==> src/hdl/assert_macros.svh <==
// ----------------------------------------------------------------------------
// assert_macros.svh
// Assertion macros used by the sprite frame select top-level module.
// ----------------------------------------------------------------------------
`ifndef ASSERT_MACROS_SVH
`define ASSERT_MACROS_SVH

// The consequent must hold in the same cycle as the antecedent.
`define SFF_ASSERT_IMP(lbl, clk, rst, ante, cons) \
   lbl: assert property (@(posedge clk) disable iff (rst) (ante) |-> (cons)) \
      else $error("sprite frame select: same-cycle check failed");

// The consequent must hold in the cycle after the antecedent.
`define SFF_ASSERT_NEXT(lbl, clk, rst, ante, cons) \
   lbl: assert property (@(posedge clk) disable iff (rst) (ante) |=> (cons)) \
      else $error("sprite frame select: next-cycle check failed");

`endif

==> src/hdl/sff_div_stage.sv <==
// ----------------------------------------------------------------------------
// sff_div_stage
// One registered step of the restoring divider: shifts one dividend bit into
// the partial remainder, subtracts the divisor when it fits and records the
// quotient bit.
// ----------------------------------------------------------------------------
module sff_div_stage #(
   parameter int TW = 32,
   parameter int QW = 48
) (
   input  logic          clock,
   input  logic          reset,
   input  logic          en,
   input  logic [TW-1:0] dur,
   input  logic          valid_i,
   input  logic [TW-1:0] num_i,
   input  logic [TW-1:0] rem_i,
   input  logic [QW-1:0] quo_i,
   output logic          valid_o,
   output logic [TW-1:0] num_o,
   output logic [TW-1:0] rem_o,
   output logic [QW-1:0] quo_o
);

   logic [TW:0]   shifted;
   logic [TW-1:0] diff;
   logic          fits;
   logic          valid_ff, valid_in;
   logic [TW-1:0] num_ff, num_in;
   logic [TW-1:0] rem_ff, rem_in;
   logic [QW-1:0] quo_ff, quo_in;

   always_comb begin
      shifted  = {rem_i, num_i[TW-1]};
      diff     = shifted[TW-1:0] - dur;
      fits     = (shifted >= {1'b0, dur});
      valid_in = valid_i;
      num_in   = {num_i[TW-2:0], 1'b0};
      rem_in   = fits ? diff : shifted[TW-1:0];
      quo_in   = {quo_i[QW-2:0], fits};
   end

   always_ff @(posedge clock) begin
      if (reset) begin
         valid_ff <= 1'b0;
      end else if (en) begin
         valid_ff <= valid_in;
      end
   end

   always_ff @(posedge clock) begin
      if (en) begin
         num_ff <= num_in;
         rem_ff <= rem_in;
         quo_ff <= quo_in;
      end
   end

   assign valid_o = valid_ff;
   assign num_o   = num_ff;
   assign rem_o   = rem_ff;
   assign quo_o   = quo_ff;

endmodule

==> config.mk <==
export PLATFORM = sky130hd
export DESIGN_NAME = sff_div_stage
export DESIGN_NICKNAME = d
export VERILOG_FILES = /design/src/hdl/assert_macros.svh /design/src/hdl/sff_div_stage.sv
export SDC_FILE = /design/constraint.sdc
export NUM_CORES = 1
export LEC_CHECK = 0
export ABC_AREA = 1
export BUFFER_PORTS_ARGS = -buffer_cell sky130_fd_sc_hd__buf_2
export CORE_MARGIN = 2
export CORE_UTILIZATION = 49
export CTS_CLUSTER_DIAMETER = 40
export DETAILED_ROUTE_END_ITERATION = 16
export PLACE_DENSITY = 0.81
export SYNTH_ARGS = -nofsm -noshare
export SYNTH_HDL_FRONTEND = slang
export SYNTH_SLANG_ARGS = --single-unit
==> constraint.sdc <==
create_clock -name clock -period 2.4 [get_ports clock]
set_input_delay 0.24 -clock clock [delete_from_list [all_inputs] [get_ports clock]]
set_output_delay 0.24 -clock clock [all_outputs]
set_load 0.005 [all_outputs]
== Word-level counts from Yosys, hierarchy flattened ==
Index checks and enable logic that the tools add are counted.

* Register bits after elaboration: 112
* Logic and storage cells: 7
* Input port bits: 148
* Output and inout port bits: 113

* Muxes and demuxes: 1
* Add/sub/neg operators: 1
* Magnitude comparators: 1

{| class="wikitable"
|+ Operators with widths
! kind !! number
|-
| >= comparator 33 x 32 -> 1 bit || 1
|-
| two-way mux 32 bit || 1
|-
| subtractor 32 bit || 1
|}

== Depth between registers and ports, before layout ==
Gate-level depths: netlist (run 1).

* Depth in word-level cells: 2
* Gate-level depth with buffers: 16

== Least setup slack after synthesis (run 1) ==
No wires, ideal clock.

* Path type: input-to-reg
* Start: input port num_i[31]
* End: register rem_ff[16], in the netlist rem_o[16], data pin
* Arrival time: 1.585 ns
* Path buffers: 0
* Path slack: 0.562 ns
* Data required time: 2.148 ns
* Stages on the path: 13
* Cells stage by stage: inv_1 ha_1 fa_1 inv_1 nand3_1 nand3_1 nand2_1 nand3_1 nand3_1 nand2_1 nand2_1 nand3_2 nand2_1

* Longest elaborated chain between the ends: 2
* Elaborated cells between the ends (all ways): 3

{| class="wikitable"
|+ Ends and longest elaborated chain
! element !! RTL line !! source
|-
| start, declared || sff_div_stage.sv:16 || <nowiki>input logic [TW-1:0] num_i,</nowiki>
|-
| subtractor 32 bit / >= comparator 33 x 32 -> 1 bit (equally long branches) || sff_div_stage.sv:35, sff_div_stage.sv:36 ||
|-
| two-way mux 32 bit * || sff_div_stage.sv:39 || <nowiki>rem_in = fits ? diff : shifted[TW-1:0];</nowiki>
|-
| named net rem_in[16] || sff_div_stage.sv:30 || <nowiki>logic [TW-1:0] rem_ff, rem_in;</nowiki>
|-
| end signal, assigned || sff_div_stage.sv:54 || <nowiki>rem_ff <= rem_in;</nowiki>
|-
| end, declared || sff_div_stage.sv:30 ||
|}

Mark *: on every way through the listed nets, which the timed path passes. The rest lies on a longest branch.
A chain may end at the register's enable or synchronous reset.

== Worst setup path after layout (run 1) ==
* Start: input port dur[0]
* End: register rem_ff[28], in the netlist rem_o[28], data pin

* Longest elaborated chain between the ends: 2
* Elaborated cells between the ends (all ways): 3

{| class="wikitable"
|+ Ends and longest elaborated chain
! element !! RTL line !! source
|-
| start, declared || sff_div_stage.sv:14 || <nowiki>input logic [TW-1:0] dur,</nowiki>
|-
| subtractor 32 bit / >= comparator 33 x 32 -> 1 bit (equally long branches) || sff_div_stage.sv:35, sff_div_stage.sv:36 ||
|-
| two-way mux 32 bit * || sff_div_stage.sv:39 ||
|-
| named net rem_in[28] || sff_div_stage.sv:30 ||
|}

Marked as above.

==> results.tsv, run 1 <==
metric	value	unit
status	complete, no violations	
grtUsageTotal	24.3	%
reg2reg_depth	2	
synthCells	763	
synth_fa_ha_area_share	6.43	%
placementRows	42	
fp.dieW	120	µm
mostFrequentLayoutCell	nand2_1	
cts_made_buffers	9	
io_pins	261	
holdBufCountCts	0	
clock_latency	350	ps
grt-ovfl-total	0	
synth_seq_cells	112	
viasPerCell	4.74	
drv_slew	0	
post_cts_buffers	0	
synthArstFlopShare	0	%
multi_input_area	0.00253	mm²
synth_largest_area_cell	edfxtp_1	
maxCapViolations	0	
core	0.0131	mm²
fin_crit_sh	79.8	%
drc	0	
layout_common_cells	nand2_1 (274), buf_2 (257), inv_1 (150)	
synthTopCellsByArea	edfxtp_1 (51%), nand2_1 (16%), inv_1 (8.6%)	
wl_per_cell	14.2	µm
ys_warn_count	0	
synth_top_family_by_area	simple AND/OR/NAND/NOR gates	
ant_nets	0	
antenna_found_initial	0	
vdd_drop_max	0.302	mV
synth_compound_area_share	1.99	%
syn_area	0.00654	mm²
synth_edf_count	111	
finalSetupViolCount	0	
fin_setup_tns	0	ps
die_area	0.0143	mm²
synth_top_area_share	51.0	%
avgSynthCellArea	8.57	µm²
layout-drive-gt1-share	29.5	%
min_period	1920	ps
synth-simple-area-share	28.2	%
ff2ff_setup_slack	1800	ps
numClockSinks	112	
routed.top_layer	met4	
area_growth	27.7	%
yosysSeqAreaShare	51.3	%
r2r_end	valid_o$_SDFFE_PP0P_	
worstSetupStartpointType	primary input	
grt_pass1_wl	26.9	mm
cp-end-kind	flip-flop	
synth_ff_type	edfxtp_1	
cts_resized	0	
p_per_area	605	mW/mm²
h-tree-depth	3	
dr_wl_met3	1.14	mm
diodes	0	
synth_xor_area_share	1.88	%
hold_path.class	in -> reg	
power.leakage	4.46	nW
arrival	2030	ps
crit_required	2520	ps
rsz0062_at_grt	false	
globalplace.congestion	0.929	
crit_end	rem_o[28]$_DFFE_PP_	
cts_tree	built	
grt_max_degree	41	
drtIter0Drc	371	
num-fill-cells	1162	
regArea	0.00335	mm²
ys_types	30	
r2r_start	valid_o$_SDFFE_PP0P_	
vias	5731	
routed_wl	17.2	mm
max_freq	522	MHz
wl_met1	6.74	mm
hold_slack	41.7	ps
grt_pass1_vias	5415	
dr.pass1.iters	4	
met2_length	8.94	mm
dp_hpwl	14.0	mm
dieHeight	120	µm
portBuffers	258	
critPathLaunch	dur[0]	
clockBufferDepth	2	
synthMuxAreaShare	0.153	%
nNetsFinal	1210	
cp_max_fo	3	
clkTransAtPathRegs	80	ps
hold_viol	0	
initial_core_util	49.8	%
fin_skew	0	ps
worstSetupPathType	in -> reg	
root_buffer	clkbuf_16	
synth_nets	944	
## critical path: stages
cell     delay [ps]
buf_2           100
ha_1            210
fa_1            420
inv_1           120
nand3_1          70
nand3_1         170
nand3_1          90
nand2_1         180
nand2_1         140
nand2_1          90
nand2_1          50
nand3_1          90
nand2_1          50
## layout make-up
class	count	area share, %
Clock inverter	7	0.794
Sequential cell	112	40.2
Inverter	150	6.74
Clock buffer	9	2.70
Timing Repair Buffer	266	16.7
Multi-Input combinational cell	490	30.3
Tap cell	176	2.64
## metrics by stage
stage | power, mW | cells | worst slack, ps | utilization [%] | cell area [µm²]
final | 5.05 | 1210 | 484 | 63.5 | 8350
after global routing | 5.33 | 1210 | 322 | 63.5 | 8350
after CTS | 5.09 | 1210 | 532 | 63.5 | 8350
after detailed placement | 3.64 | 1194 | 141 | 61.3 | 8060
after global placement | 3.61 | 1194 | 182 | 61.3 | 8060
after floorplan | 3.13 | 763 | 562 | - | 6540
## metal layers
metal | vias up | track usage (%)
met2 | 187 | 44.5
met5 | - | 0
met4 | 0 | 8.01
li1 | 2954 | -
met1 | 2566 | 28.7
met3 | 24 | 4.33
## cell usage after synthesis (3+ instances only)
master	number
a21oi_1	21
and2_1	8
buf_2	7
edfxtp_1	111
ha_1	32
inv_1	150
nand2_1	274
nand2_2	3
nand3_1	56
nand3_2	11
nand3b_1	11
nand4_1	3
nor2_1	35
nor2_2	3
nor3_1	6
nor3_2	3
xor2_1	13
## power breakdown
part	switching, mW	total (mW)	internal [mW]
Clock	0.736	1.46	0.727
Sequential	0.0419	2.42	2.38
Combinational	0.687	1.17	0.479
## how the worst min path moves through the flow
stage	startpoint	endpoint	slack [ps]	cells past startpoint
6_report	reset	valid_o$_SDFFE_PP0P_	40	2
5_1_grt	reset	valid_o$_SDFFE_PP0P_	30	2
4_1_cts	reset	valid_o$_SDFFE_PP0P_	30	2
3_5_place_dp	reset	valid_o$_SDFFE_PP0P_	410	2
3_3_place_gp	reset	valid_o$_SDFFE_PP0P_	400	2
2_1_floorplan	reset	valid_o$_SDFFE_PP0P_	310	1
## logic make-up (layout without fill, tap and decap cells)
logic type / Yosys count / in the layout
compound gates: 25 / 25
xor+xnor: 14 / 14
fa+ha+maj: 33 / 33
buf+inv: 161 / 432
flops: 112 / 112
mux: 1 / 1
other cells: 1 / 1
simple gates: 416 / 416
## state kept, by name, summed over array words and instances (netlist names)
register,flops
valid_o,1
rem_o,32
quo_o,48
num_o,31
Note: power is estimated with default switching activity, not from simulation.
==> run 2: changes to the inputs <==
CORE_UTILIZATION = 45   (was 49)
PLACE_DENSITY = 0.78   (was 0.81)
clock period = 1.7 ns   (was 2.4 ns; I/O delays follow)
==> results.tsv, run 2 (same netlist as run 1, synthesis figures left out) <==
metric	value	unit
status	complete, no violations	
dp_hpwl	15.6	mm
vias	6685	
pwr-share-clk	27.0	%
layout.cells.non_filler	1378	
cts_made_buffers	9	
drtIter0Drc	583	
setup_slack	46.4	ps
globalplace.congestion	0.976	
grt_pass1_wl	33.3	mm
final_core_util	72.5	%
hold_viol	0	
cp_max_fo	9	
cp-end-kind	flip-flop	
die_area	0.0155	mm²
clkTransAtPathRegs	90	ps
maxCapViolations	0	
finalSetupViolCount	0	
wl_per_cell	16.8	µm
layout_common_cells	buf_2 (257), nand2_1 (251), inv_1 (144)	
vdd_drop_max	0.516	mV
root_buffer	clkbuf_16	
min_period	1650	ps
intPower	5.53	mW
drv_slew	0	
max_freq	605	MHz
fp.dieW	125	µm
hold_path.class	in -> reg	
cts_tree	built	
pre_cts_ws	-408	ps
p_per_area	762	mW/mm²
core	0.0144	mm²
dieHeight	125	µm
layout-drive-gt1-share	39.3	%
drc	0	
grt_max_degree	38	
place_inst	1274	
grt_pass1_vias	6440	
comb_power_share	29.6	%
ant_nets	0	
nNetsFinal	1370	
io_pins	261	
diodes	0	
clock_latency	350	ps
antenna_found_initial	1	
rsz0062_at_grt	true	
grtUsageTotal	27.5	%
portBuffers	258	
fin_skew	0	ps
arrival	1780	ps
worstSetupStartpointType	primary input	
crit_required	1820	ps
switching_share	30.3	%
initial_core_util	45.5	%
area_growth	59.2	%
h-tree-depth	3	
pwr-share-seq	43.4	%
clockBufferDepth	2	
fin_crit_sh	97.3	%
dr.pass1.iters	5	
power.switching	2.41	mW
numClockSinks	112	
power.leakage	5.24	nW
hold_slack	33.6	ps
worstSetupPathType	in -> reg	
fin_setup_tns	0	ps
grt-ovfl-total	0	
mostFrequentLayoutCell	buf_2	
hold_depth	1	
largest_reg_flops	48	
reg2reg_depth	2	
viasPerCell	4.85	
routed_wl	23.2	mm
placementRows	44	
-- run 2: changes by cell type in the layout (fill, tap and decap cells not counted), sizes merged --
cell	delta
buf	+79
clkbuf	+1
clkinv	-1
clkinvlp	+1
dlygate4sd3	+78
nand2	+2
-- run 2: path summary, 6_finish.rpt --
| check | startpoint | endpoint | slack [ps] |
|---|---|---|---|
| hold reg to reg | valid_o$_SDFFE_PP0P_ | valid_o$_SDFFE_PP0P_ | 550 |
| setup / recovery | dur[31] | rem_o[23]$_DFFE_PP_ | 50 |
| hold / removal | quo_i[26] | quo_o[27]$_DFFE_PP_ | 30 |
| setup reg to reg | valid_o$_SDFFE_PP0P_ | valid_o$_SDFFE_PP0P_ | 1090 |
-- run 2: per-stage QoR --
stage / cell area [µm²] / total power [mW]
floorplan: 6700 / 4.46
global placement: 8790 / 5.40
detailed placement: 8790 / 5.45
CTS: 9870 / 7.70
global route: 10400 / 8.31
finish: 10400 / 7.93
-- run 2: repair_timing --
item                                    4_1_cts  5_1_grt
gates cloned                                  0        3
gates resized for setup                       2       72
hold buffers                                 76        2
buffers inserted                              0        7
endpoints found under the hold margin        76        2
pin swaps                                     2       14
endpoints found under the setup margin        9       33
-- run 2: routing by layer --
layer | wire length, µm | vias to the layer above | track usage [%] | share of wire (%)
met5 | 13 | - | 0 | 0.056
met4 | 978 | 2 | 13.0 | 4.2
met3 | 1440 | 57 | 4.73 | 6.2
met2 | 11900 | 301 | 49.1 | 51
met1 | 8880 | 3049 | 32.2 | 38
li1 | - | 3276 | - | -
-- run 2: worst max-delay path: stages --
cell and delay (ps):
buf_2 70, inv_1 50, ha_4 290, inv_2 50, nor3_4 220, nand2_2 120, nor3_4 280, nand2_8 160
clkbuf_16 210, nand3_1 70, nand2_1 60
-- run 2: cell type report --
type | count | area, µm²
repair buffers | 424 | 2840
flip-flops and latches | 112 | 3350
clock buffers | 9 | 225
clock inverters | 7 | 76.3
inverters | 150 | 563
fillers | 1077 | 3960
well taps | 184 | 230
multi-input cells | 492 | 3120
-- run 2: power groups by stage --
stage / clock, mW / sequential [mW] / combinational, mW
4_1_cts: 2.15 / 3.44 / 2.11
2_1_floorplan: 0 / 3.54 / 0.922
6_report: 2.14 / 3.45 / 2.34
5_1_grt: 2.28 / 3.47 / 2.56
3_3_place_gp: 0 / 3.49 / 1.91
3_5_place_dp: 0 / 3.49 / 1.95
==> run 3: changes to the inputs <==
ABC_AREA = 0   (was 1)
CORE_UTILIZATION = 43   (was 45)
==> results.tsv, run 3 <==
metric	value	unit
avgSynthCellArea	12.2	µm²
hold_viol	0	
cpMaxStageDelayCell	or4_4	
portBuffers	258	
synth_edf_count	111	
synthCells	459	
largest_reg_flops	48	
grtUsageTotal	26.0	%
synthArstFlopShare	0	%
cp.depth	11	
synth_top_area_share	59.7	%
fin_skew	0	ps
synthTopCellsByCount	edfxtp_1 (111), a21oi_1 (54), inv_1 (38), nor2_1 (37), ha_1 (32)	
synth_largest_area_cell	edfxtp_1	
initial_core_util	44.1	%
grt_pass1_vias	5467	
power.leakage	4.18	nW
cts_tree	built	
min_to	num_o[29]$_DFFE_PP_	
synth_nets	640	
die_area	0.0139	mm²
crit_chain	buf_8 -> ha_4 -> nand4_1 -> or4_4 -> a21oi_2 -> nor3_2 -> a211oi_2 -> o21ai_2 -> o31ai_4 -> buf_6 -> mux2_4	
cp_max_fo	8	
fin_crit_sh	149	%
grt-ovfl-total	0	
dp_hpwl	12.7	mm
drtIter0Drc	345	
yosysSeqAreaShare	60.0	%
worstSetupStartpointType	primary input	
numClockSinks	112	
max_stage_delay	570	ps
mostFrequentLayoutCell	buf_2	
synthTopCellsByArea	edfxtp_1 (60%), ha_1 (7.2%), a21oi_1 (4.8%)	
reg2reg_depth	2	
crit_buf_inv	2	
root_buffer	clkbuf_16	
synth_ff_type	edfxtp_1	
h-tree-depth	3	
dr.pass1.iters	5	
antenna_found_initial	0	
cp-end-kind	flip-flop	
p_per_area	840	mW/mm²
ant_nets	0	
ff2ff_setup_slack	1120	ps
violations	negative setup slack	
drv_slew	0	
viasPerCell	5.09	
max_freq	394	MHz
min_period	2540	ps
worstSetupPathType	in -> reg	
fp.dieW	118	µm
hold_depth	1	
final_core_util	72.8	%
diodes	0	
cts_made_buffers	9	
ys_types	49	
globalplace.congestion	0.866	
final_area	0.00922	mm²
core	0.0127	mm²
status	finished, violations left	
maxCapViolations	0	
placementRows	41	
postPlaceCellArea	0.00784	mm²
setup_slack	-839	ps
clock_latency	340	ps
drc	0	
layout_common_cells	buf_2 (247), edfxtp_1 (111), buf_4 (94)	
syn_area	0.00559	mm²
hold_slack	8.89	ps
grt_max_degree	57	
nNetsFinal	1060	
synth_seq_cells	112	
area_growth	65.1	%
arrival	2640	ps
r2r_start	valid_o$_SDFFE_PP0P_	
hold_start	num_i[28]	
crit_required	1800	ps
crit_family	simple AND/OR/NAND/NOR gates	
finalSetupViolCount	33	
synthMostInstantiatedCell	edfxtp_1	
vias	5377	
clockBufferDepth	2	
rsz0062_at_grt	true	
hold_path.class	in -> reg	
grt_pass1_wl	28.3	mm
layout-drive-gt1-share	51.0	%
io_pins	261	
ys_warn_count	0	
wl_per_cell	18.3	µm
dieHeight	118	µm
r2r_end	valid_o$_SDFFE_PP0P_	
routed_wl	19.3	mm
clkTransAtPathRegs	80	ps
vdd_drop_max	0.444	mV
## run 3: changes by cell type in the layout (fill, tap and decap cells not counted), sizes merged, moves of 33 or more
cell   delta
nand3    -59
nand2   -254
inv     -112
a21oi    +33
## run 3: what timing repair did
| action | in CTS | in global routing |
|---|---|---|
| buffers inserted | 7 | 2 |
| endpoints found under the hold margin | 60 | 5 |
| pin swaps | 10 | 3 |
| gates cloned | 1 | 2 |
| setup endpoints to repair | 33 | 33 |
| hold buffers | 60 | 5 |
| gates resized for setup | 41 | 42 |
## run 3: worst max-delay path by stage
stage               slack [ps]      start                   to
finish                    -840   rem_i[7]  rem_o[30]$_DFFE_PP_
CTS                       -840  num_i[31]  rem_o[30]$_DFFE_PP_
global route              -930     dur[6]   rem_o[7]$_DFFE_PP_
global placement         -1330  num_i[31]  rem_o[30]$_DFFE_PP_
detailed placement       -1400  num_i[31]  rem_o[30]$_DFFE_PP_
floorplan                -1130     dur[7]  rem_o[13]$_DFFE_PP_
## run 3: cell families after synthesis
logic type,share of synthesized area [%]
adder cells (fa/ha/maj),7.53
buffers and inverters,4.23
flip-flops,60.0
other,0.0671
AO/OA/AOI/OAI,13.2
multiplexers,2.55
XOR/XNOR,4.23
AND/OR/NAND/NOR,8.18
## run 3: worst register-to-register path, cell delays in order (launching register included)
cell     delay [ps]
dfxtp_1         320
mux2i_1         120
nor2_1           50
## run 3: stage by stage
stage / std cells / TNS (ps) / power, mW / setup WS, ps
after detailed placement: 964 / -38410 / 5.29 / -1400
after global placement: 964 / -36670 / 5.25 / -1330
after CTS: 1048 / -24110 / 7.57 / -836
after global routing: 1056 / -27960 / 8.07 / -927
after floorplan: 459 / -34250 / 4.37 / -1130
final: 1056 / -24930 / 7.75 / -839
## run 3: area by class of cell
type | count | area (µm²)
Tap cell | 172 | 215
Clock inverter | 5 | 47.5
Timing Repair Buffer | 427 | 2890
Fill cell | 815 | 3450
Clock buffer | 11 | 253
Multi-Input combinational cell | 291 | 2310
Inverter | 38 | 160
Sequential cell | 112 | 3350
## run 3: power by group
part	leakage [nW]	switching, mW	internal [mW]
clock	0.146	1.01	1.10
sequential	1.10	0.0855	3.38
combinational	2.94	1.03	1.14
## run 3: routing by layer
| layer | vias up | part of all wire (%) | wire length, µm | track usage, % |
|---|---|---|---|---|
| met2 | 258 | 53 | 10300 | 48.6 |
| met4 | 0 | 3.3 | 631 | 10.5 |
| met1 | 2548 | 38 | 7300 | 28.5 |
| li1 | 2525 | - | - | - |
| met5 | - | 0 | 0 | 0 |
| met3 | 46 | 5.7 | 1100 | 5.33 |
